[config.mk]
export PLATFORM = sky130hd
export DESIGN_NAME = crsf_rc_frame_parser
export DESIGN_NICKNAME = d
export VERILOG_FILES = /design/src/rtl/crsf_pkg.sv /design/src/rtl/crsf_store.sv /design/src/rtl/crsf_unpack.sv /design/src/rtl/crsf_rc_frame_parser.sv
export SDC_FILE = /design/constraint.sdc
export NUM_CORES = 1
export LEC_CHECK = 0
export BUFFER_PORTS_ARGS = -buffer_cell sky130_fd_sc_hd__clkbuf_2
export CAP_MARGIN = 20
export CORE_MARGIN = 5
export CORE_UTILIZATION = 35
export CTS_BUF_LIST = sky130_fd_sc_hd__clkbuf_8
export DETAILED_ROUTE_END_ITERATION = 7
export PLACE_DENSITY = 0.56
export SYNTH_ARGS = -nofsm -noshare
export SYNTH_HDL_FRONTEND = slang
export SYNTH_SLANG_ARGS = --single-unit
[constraint.sdc]
create_clock -name aclk -period 10.74 [get_ports aclk]
set_input_delay 0 -clock aclk [delete_from_list [all_inputs] [get_ports aclk]]
set_output_delay 0 -clock aclk [all_outputs]
set_load 0.01 [all_outputs]
[src/rtl/crsf_pkg.sv]
`default_nettype none

package crsf_pkg;

    localparam int STORE_BYTES     = 64;
    localparam int NUM_CHANNELS    = 12;
    localparam int CH_BITS         = 11;
    localparam int FIRST_DATA_BYTE = 3;

    localparam int ADDR_W     = $clog2(STORE_BYTES);
    localparam int CNT_W      = $clog2(STORE_BYTES + 1);
    localparam int LEN_CMP_W  = (CNT_W > 8 ? CNT_W : 8) + 1;
    localparam int CH_IDX_W   = 4;
    localparam int RD_BYTES   = (CH_BITS * NUM_CHANNELS + 7) / 8;
    localparam int RD_CNT_W   = $clog2(RD_BYTES + 1);
    localparam int FULL_W     = $clog2(FIRST_DATA_BYTE + RD_BYTES + STORE_BYTES + 1);
    localparam int ACC_W      = CH_BITS + 7;
    localparam int ACC_CNT_W  = $clog2(ACC_W + 1);

    localparam int          PADDR_W       = 3;
    localparam logic        REG_SYNC_BYTE = 1'b0;
    localparam logic [7:0]  SYNC_RESET    = 8'hC8;

    typedef struct packed {
        logic              en;
        logic              clear;
        logic [ADDR_W-1:0] addr;
        logic [7:0]        data;
    } store_wr_t;

    typedef struct packed {
        logic              en;
        logic              in_range;
        logic [ADDR_W-1:0] addr;
    } store_rd_t;

endpackage

`default_nettype wire

[src/rtl/crsf_store.sv]
`default_nettype none

module crsf_store (
    input  wire logic                aclk,
    input  wire logic                aresetn,
    input  wire crsf_pkg::store_wr_t wr,
    input  wire crsf_pkg::store_rd_t rd,
    output logic [7:0]               rd_data
);
    import crsf_pkg::*;

    logic [7:0]             mem [STORE_BYTES];
    logic [STORE_BYTES-1:0] valid_reg;
    logic [STORE_BYTES-1:0] valid_next;
    logic [7:0]             mem_q_reg;
    logic                   hit_reg;

    always_comb begin
        valid_next = wr.clear ? '0 : valid_reg;
        if (wr.en) begin
            valid_next[wr.addr] = 1'b1;
        end
    end

    always_ff @(posedge aclk) begin
        if (!aresetn) begin
            valid_reg <= '0;
        end else begin
            valid_reg <= valid_next;
        end
    end

    always_ff @(posedge aclk) begin
        if (wr.en) begin
            mem[wr.addr] <= wr.data;
        end
        if (rd.en) begin
            mem_q_reg <= mem[rd.addr];
            hit_reg   <= rd.in_range && valid_reg[rd.addr];
        end
    end

    assign rd_data = hit_reg ? mem_q_reg : 8'd0;

endmodule

`default_nettype wire

[src/rtl/crsf_unpack.sv]
`default_nettype none

module crsf_unpack (
    input  wire logic                             aclk,
    input  wire logic                             aresetn,
    input  wire logic                             start,
    input  wire logic [31:0]                      tally,
    output crsf_pkg::store_rd_t                   rd,
    input  wire logic [7:0]                       rd_data,
    output logic                                  busy,
    output logic                                  m_valid,
    input  wire logic                             m_ready,
    output logic [crsf_pkg::CH_IDX_W-1:0]         m_channel_index,
    output logic [crsf_pkg::CH_BITS-1:0]          m_channel_value,
    output logic                                  m_last_channel,
    output logic [31:0]                           m_resync_count
);
    import crsf_pkg::*;

    typedef enum logic [1:0] {
        UNP_IDLE = 2'b01,
        UNP_RUN  = 2'b10
    } unp_state_t;

    unp_state_t            state_reg, state_next;
    logic [RD_CNT_W-1:0]   rd_ptr_reg, rd_ptr_next;
    logic                  pend_reg, pend_next;
    logic [ACC_W-1:0]      acc_reg, acc_next;
    logic [ACC_CNT_W-1:0]  bits_reg, bits_next;
    logic [CH_IDX_W-1:0]   ch_reg, ch_next;

    logic                  m_valid_reg;
    logic [CH_IDX_W-1:0]   idx_reg;
    logic [CH_BITS-1:0]    value_reg;
    logic                  last_reg;
    logic [31:0]           resync_reg;

    logic                  running;
    logic                  out_free;
    logic                  issue;
    logic                  emit;
    logic                  last_ch;
    logic [ACC_CNT_W-1:0]  bits_with_pend;
    logic [ACC_CNT_W-1:0]  base_bits;
    logic [ACC_W-1:0]      shifted;
    logic [FULL_W-1:0]     full_addr;

    assign running        = (state_reg == UNP_RUN);
    assign out_free       = !m_valid_reg || m_ready;
    assign bits_with_pend = bits_reg + (pend_reg ? ACC_CNT_W'(8) : '0);
    assign issue          = running && (rd_ptr_reg < RD_CNT_W'(RD_BYTES))
                            && (bits_with_pend < ACC_CNT_W'(CH_BITS));
    assign emit           = running && (bits_reg >= ACC_CNT_W'(CH_BITS)) && out_free;
    assign last_ch        = (ch_reg == CH_IDX_W'(NUM_CHANNELS - 1));
    assign full_addr      = FULL_W'(FIRST_DATA_BYTE) + FULL_W'(rd_ptr_reg);

    always_comb begin
        rd.en       = issue;
        rd.in_range = (full_addr < FULL_W'(STORE_BYTES));
        rd.addr     = full_addr[ADDR_W-1:0];
    end

    always_comb begin
        shifted   = emit ? (acc_reg >> CH_BITS) : acc_reg;
        base_bits = emit ? (bits_reg - ACC_CNT_W'(CH_BITS)) : bits_reg;
        if (pend_reg) begin
            shifted = shifted | (ACC_W'(rd_data) << base_bits);
        end

        state_next  = state_reg;
        rd_ptr_next = issue ? rd_ptr_reg + RD_CNT_W'(1) : rd_ptr_reg;
        pend_next   = issue;
        acc_next    = shifted;
        bits_next   = base_bits + (pend_reg ? ACC_CNT_W'(8) : '0);
        ch_next     = emit ? ch_reg + CH_IDX_W'(1) : ch_reg;

        unique case (state_reg)
            UNP_IDLE: begin
                if (start) begin
                    state_next  = UNP_RUN;
                    rd_ptr_next = '0;
                    pend_next   = 1'b0;
                    acc_next    = '0;
                    bits_next   = '0;
                    ch_next     = '0;
                end
            end
            UNP_RUN: begin
                if (emit && last_ch) begin
                    state_next = UNP_IDLE;
                end
            end
            default: begin
                state_next = UNP_IDLE;
            end
        endcase
    end

    always_ff @(posedge aclk) begin
        if (!aresetn) begin
            state_reg   <= UNP_IDLE;
            rd_ptr_reg  <= '0;
            pend_reg    <= 1'b0;
            bits_reg    <= '0;
            ch_reg      <= '0;
            m_valid_reg <= 1'b0;
        end else begin
            state_reg   <= state_next;
            rd_ptr_reg  <= rd_ptr_next;
            pend_reg    <= pend_next;
            bits_reg    <= bits_next;
            ch_reg      <= ch_next;
            if (emit) begin
                m_valid_reg <= 1'b1;
            end else if (m_ready) begin
                m_valid_reg <= 1'b0;
            end
        end
    end

    always_ff @(posedge aclk) begin
        acc_reg <= acc_next;
        if (emit) begin
            idx_reg    <= ch_reg;
            value_reg  <= acc_reg[CH_BITS-1:0];
            last_reg   <= last_ch;
            resync_reg <= tally;
        end
    end

    assign busy            = running;
    assign m_valid         = m_valid_reg;
    assign m_channel_index = idx_reg;
    assign m_channel_value = value_reg;
    assign m_last_channel  = last_reg;
    assign m_resync_count  = resync_reg;

endmodule

`default_nettype wire

[src/rtl/crsf_rc_frame_parser.sv]
`default_nettype none

// Byte-serial parser for RC-channels frames. One received byte is accepted per clock
// cycle while s_ready is high. The byte that completes a frame starts the channel unpacker,
// which fetches the 17 packed channel bytes one at a time through the store's single read
// port and emits a channel each time 11 bits have gathered, so s_ready stays low after such
// a transaction until the last channel has been emitted (longer if the result channel
// stalls). The twelve channel transactions leave through an output register, the last one
// with m_last_channel set. The frame store holds per-byte valid bits, so reset and a store
// overflow clear it at once and no clearing pass is needed.
module crsf_rc_frame_parser (
    input  wire logic                               aclk,
    input  wire logic                               aresetn,

    input  wire logic                               psel,
    input  wire logic                               penable,
    input  wire logic                               pwrite,
    input  wire logic [crsf_pkg::PADDR_W-1:0]       paddr,
    input  wire logic [31:0]                        pwdata,
    output logic [31:0]                             prdata,
    output logic                                    pready,

    input  wire logic                               s_valid,
    output logic                                    s_ready,
    input  wire logic [7:0]                         s_rx_byte,

    output logic                                    m_valid,
    input  wire logic                               m_ready,
    output logic [crsf_pkg::CH_IDX_W-1:0]           m_channel_index,
    output logic [crsf_pkg::CH_BITS-1:0]            m_channel_value,
    output logic                                    m_last_channel,
    output logic [31:0]                             m_resync_count
);
    import crsf_pkg::*;

    typedef enum logic [2:0] {
        PH_HUNT = 3'b001,
        PH_LEN  = 3'b010,
        PH_BODY = 3'b100
    } phase_t;

    phase_t             phase_reg, phase_next, phase_eff;
    logic [CNT_W-1:0]   count_reg, count_next, count_eff, count_inc;
    logic [7:0]         len_reg, len_next;
    logic [31:0]        tally_reg, tally_next;
    logic [7:0]         sync_reg;

    logic               accept;
    logic               overflow;
    logic               start;
    logic               busy;
    logic               cfg_write;
    store_wr_t          wr;
    store_rd_t          rd;
    logic [7:0]         rd_data;

    assign pready    = 1'b1;
    assign cfg_write = psel && penable && pwrite && (paddr[2] == REG_SYNC_BYTE);
    assign prdata    = (paddr[2] == REG_SYNC_BYTE) ? {24'd0, sync_reg} : 32'd0;

    always_ff @(posedge aclk) begin
        if (!aresetn) begin
            sync_reg <= SYNC_RESET;
        end else if (cfg_write) begin
            sync_reg <= pwdata[7:0];
        end
    end

    assign s_ready   = !busy;
    assign accept    = s_valid && s_ready;
    assign overflow  = (count_reg >= CNT_W'(STORE_BYTES));
    assign phase_eff = overflow ? PH_HUNT : phase_reg;
    assign count_eff = overflow ? '0 : count_reg;
    assign count_inc = count_eff + CNT_W'(1);

    always_comb begin
        phase_next = phase_reg;
        count_next = count_reg;
        len_next   = len_reg;
        tally_next = tally_reg;
        start      = 1'b0;
        wr.en      = 1'b0;
        wr.clear   = 1'b0;
        wr.addr    = count_eff[ADDR_W-1:0];
        wr.data    = s_rx_byte;

        if (accept) begin
            tally_next = tally_reg + 32'(overflow);
            wr.clear   = overflow;
            phase_next = phase_eff;
            count_next = count_eff;
            unique case (phase_eff)
                PH_HUNT: begin
                    if (s_rx_byte == sync_reg) begin
                        wr.en      = 1'b1;
                        count_next = count_inc;
                        phase_next = PH_LEN;
                    end
                end
                PH_LEN: begin
                    wr.en      = 1'b1;
                    len_next   = s_rx_byte;
                    count_next = count_inc;
                    phase_next = PH_BODY;
                end
                PH_BODY: begin
                    wr.en = 1'b1;
                    if (LEN_CMP_W'(count_inc) >= (LEN_CMP_W'(len_reg) + LEN_CMP_W'(1))) begin
                        phase_next = PH_HUNT;
                        count_next = '0;
                        start      = 1'b1;
                    end else begin
                        count_next = count_inc;
                    end
                end
                default: begin
                end
            endcase
        end
    end

    always_ff @(posedge aclk) begin
        if (!aresetn) begin
            phase_reg <= PH_HUNT;
            count_reg <= '0;
            len_reg   <= '0;
            tally_reg <= '0;
        end else begin
            phase_reg <= phase_next;
            count_reg <= count_next;
            len_reg   <= len_next;
            tally_reg <= tally_next;
        end
    end

    crsf_store u_store (
        .aclk    (aclk),
        .aresetn (aresetn),
        .wr      (wr),
        .rd      (rd),
        .rd_data (rd_data)
    );

    crsf_unpack u_unpack (
        .aclk            (aclk),
        .aresetn         (aresetn),
        .start           (start),
        .tally           (tally_reg),
        .rd              (rd),
        .rd_data         (rd_data),
        .busy            (busy),
        .m_valid         (m_valid),
        .m_ready         (m_ready),
        .m_channel_index (m_channel_index),
        .m_channel_value (m_channel_value),
        .m_last_channel  (m_last_channel),
        .m_resync_count  (m_resync_count)
    );

endmodule

`default_nettype wire

==> run_results.csv <==
group,metric,value,unit
route,wirelength,52300,um
worst_setup_path,path_cells,"inv_1 > nand2_1 > inv_1 > nand3_1 > or3_1 > a21oi_1 > ha_1 > nand2_1 > nor3_1 > a21oi_1 > and4b_1 > and4b_1 > nand2b_1 > nor2_1",
worst_setup_path,ff2ff_setup_slack,5890,ps
sta,fmax,206,MHz
worst_setup_path,r2r_cells,14,
grt,grt_pass1_wl,80000,um
route,wl_per_cell,20.3,um
min_path,hold_path_class,"in -> reg",
floorplan,ios,133,
flow_run,cap_violations,0,
cells_and_area,finalInstanceArea,0.0259,sq mm
clock_tree,cts_htree_levels,3,
clock_tree,clock_latency,680,ps
worst_setup_path,r2r_start,"count_reg[6]$_SDFFE_PN0P_",
grt,overflow,0,
clock_tree,path_clk_slew,60,ps
cells_and_area,multi_input_area,0.00725,sq mm
place,io_buffer_count,81,
grt,track_usage,14.7,%
cells_and_area,final_nets,1724,
route,antenna_left,0,
yosys,synth-edff-count,409,
worst_setup_path,path_delay_family,"simple AND/OR/NAND/NOR gates",
clock_tree,post_cts_buffers,0,
yosys,yosysTopAreaCell,"edfxtp_1",
sta,finalHoldViolCount,0,
clock_tree,cts_hold_buf,32,
yosys,ys_types,66,
sta,period_needed,4850,ps
route,drc,0,
grt,first_global_vias,13204,
power_and_ir_drop,power_density,154,mW/mm^2
sta,setup_viol,0,
yosys,ys.warnings.count,0,
floorplan,fp.coreArea,0.0645,sq mm
place,gp_congestion,0.792,
yosys,synth_area_leaders,"edfxtp_1 (54%), dfxtp_1 (12%), mux4_2 (12%), nand2_1 (2.2%), nor2_1 (1.7%)",
place,pre_cts_slack,5910,ps
sta,finalMaxSlewViolations,0,
sta,whs,39.6,ps
worst_setup_path,critPathMaxStageDelay,780,ps
grt,antenna_found_initial,1,
place,postPlaceCellArea,0.0240,sq mm
worst_setup_path,slowest_stage,"and4b_1",
sta,fin_worst_skew,27.2,ps
yosys,synthCells,1523,
route,viasPerCell,5.08,
sta,timing.final.crit_share,45.2,%
clock_tree,cts.repair.resized,0,
clock_tree,clock_sinks,547,
yosys,yosysSeqAreaShare,66.0,%
yosys,synth_top_area_share,53.9,%
power_and_ir_drop,peakVddDrop,0.0000759,V
grt,grt_max_degree,80,
min_path,hold_start,"s_rx_byte[4]",
worst_setup_path,crit_buf_inv,2,
yosys,ys_async_sr_fraction,0,%
cells_and_area,layout-drive-gt1-share,20.5,%
cells_and_area,nFillCells,5959,
cells_and_area,layout_commonest_cell,"edfxtp_1",
min_path,whs_path_depth,6,
run_status,outcome,"complete, no violations",
cells_and_area,largest_register_ffs,352,
cells_and_area,regArea,0.0150,sq mm
sta,worstMarginPinSlew,1060,ps
worst_setup_path,cp_data_required_time,11260,ps
yosys,synthesis.area,0.0228,sq mm
cells_and_area,layout_common_cells,"edfxtp_1 (409), dfxtp_1 (137), nand2_1 (136)",
worst_setup_path,critPathCaptureType,"flip-flop",
route,drtIter0Drc,1045,
power_and_ir_drop,p_leak,8.73,nW
clock_tree,cts_tree,"built",
sta,tns,0,ps
route,firstDrtPassIters,4,
floorplan,dieArea,0.0704,sq mm
worst_setup_path,critical_path_class,"reg -> reg",
clock_tree,cts_buffer_depth,3,
sta,max_slew_margin,29.0,%
sta,layout_setup_ws,5890,ps
min_path,min_to,"phase_reg[1]$_SDFFE_PN0P_",
yosys,syn_area_per_cell,15.0,sq um
worst_setup_path,cp_max_fo,22,
worst_setup_path,arrival,5380,ps
yosys,ys_dominant_reg_cell,"edfxtp_1",
sta,rsz0062_at_grt,"no",
worst_setup_path,startpoint_type,"flip-flop",
floorplan,initial_core_util,35.4,%
clock_tree,cts-buffers-inserted,88,
floorplan,num_rows,93,
route,vias,13053,
floorplan,die_y,265,um
floorplan,die_w,265,um
cells_and_area,syn_to_final_growth,13.6,%
yosys,synth-seq-cells,547,
clock_tree,cts-root-buf,"clkbuf_8",
place,hpwl,32100,um
worst_setup_path,r2r_end,"u_unpack.ch_reg[3]$_SDFF_PN0_",
## through the flow
step | power [mW] | utilization (%) | cells
2_1_floorplan | 2.35 | - | 1546
3_3_place_gp | 2.38 | 37.2 | 2389
3_5_place_dp | 2.39 | 37.2 | 2389
4_1_cts | 4.04 | 40.1 | 2569
5_1_grt | 4.14 | 40.2 | 2572
6_report | 3.98 | 40.2 | 2572
## routing by layer
layer / vias up / part of all wire, % / wire (um) / track usage (%)
met5: - / 0 / 0 / 0
met4: 0 / 2.3 / 1210 / 4.46
met3: 89 / 5.6 / 2900 / 3.21
met2: 346 / 48 / 24900 / 23.6
met1: 6599 / 44 / 23200 / 20.3
li1: 6019 / - / - / -
## worst max path at each step
stage / slack [ps] / endpoint / depth (start not counted) / start
global placement: 5910 / u_unpack.rd_ptr_reg[3]$_SDFF_PN0_ / 14 / count_reg[6]$_SDFFE_PN0P_
floorplan: 7050 / u_store.mem_q_reg[6]$_DFFE_PP_ / 11 / u_unpack.rd_ptr_reg[0]$_SDFF_PN0_
finish: 5890 / u_unpack.ch_reg[3]$_SDFF_PN0_ / 14 / count_reg[6]$_SDFFE_PN0P_
CTS: 5870 / u_unpack.ch_reg[3]$_SDFF_PN0_ / 14 / count_reg[6]$_SDFFE_PN0P_
detailed placement: 5910 / u_unpack.rd_ptr_reg[2]$_SDFF_PN0_ / 14 / count_reg[6]$_SDFFE_PN0P_
global route: 5440 / u_unpack.ch_reg[3]$_SDFF_PN0_ / 14 / count_reg[6]$_SDFFE_PN0P_
## logic make-up after synthesis
kind of cell	share of synthesized area, %
buf+inv	2.79
other cells	0.0329
fa+ha+maj	0.933
xor+xnor	2.27
mux	13.8
flops	66.0
compound gates	4.97
simple gates	9.26
## worst reg2reg max path, stage by stage (launching register included)
cell and delay [ps]:
dfxtp_1 530, inv_1 280, nand2_1 150, inv_1 180
nand3_1 530, or3_1 560, a21oi_1 170, ha_1 150
nand2_1 60, nor3_1 180, a21oi_1 100, and4b_1 380
and4b_1 790, nand2b_1 540, nor2_1 90
## synthesized netlist by cell type (4+ instances only)
library cell and n:
edfxtp_1 409, dfxtp_1 138, nand2_1 136, mux4_2 121
nor2_1 105, clkbuf_1 62, o21ai_0 59, and2_1 43
nand3_1 36, mux2i_1 33, a21oi_1 32, xnor2_1 31
buf_4 26, nor2b_1 25, xor2_1 25, a21boi_0 19
ha_1 17, inv_1 16, and3_1 15, nor3_1 14
buf_2 13, nand2b_1 12, nand4_1 12, or3_1 10
a211oi_1 9, o22ai_1 9, a31oi_1 8, buf_1 6
a32oi_1 5, nand3b_1 5, nor3b_1 5, or2_2 5
a22oi_1 4, o211a_1 4, o211ai_1 4
## power by group
group	internal (mW)	leakage (nW)	switching [mW]
registers	2.27	4.89	0.00259
clock network	0.825	0.911	0.808
logic	0.0213	2.92	0.0585
## final cells by class
class	instances	share of cell area, %
multi-input combinational	871	28.0
timing repair buffer	132	3.43
clock buffer	93	4.94
inverter	17	0.256
tap	855	4.13
antenna	2	0.0193
sequential	547	58.1
clock inverter	55	1.14
(Power assumes the default switching activity.)
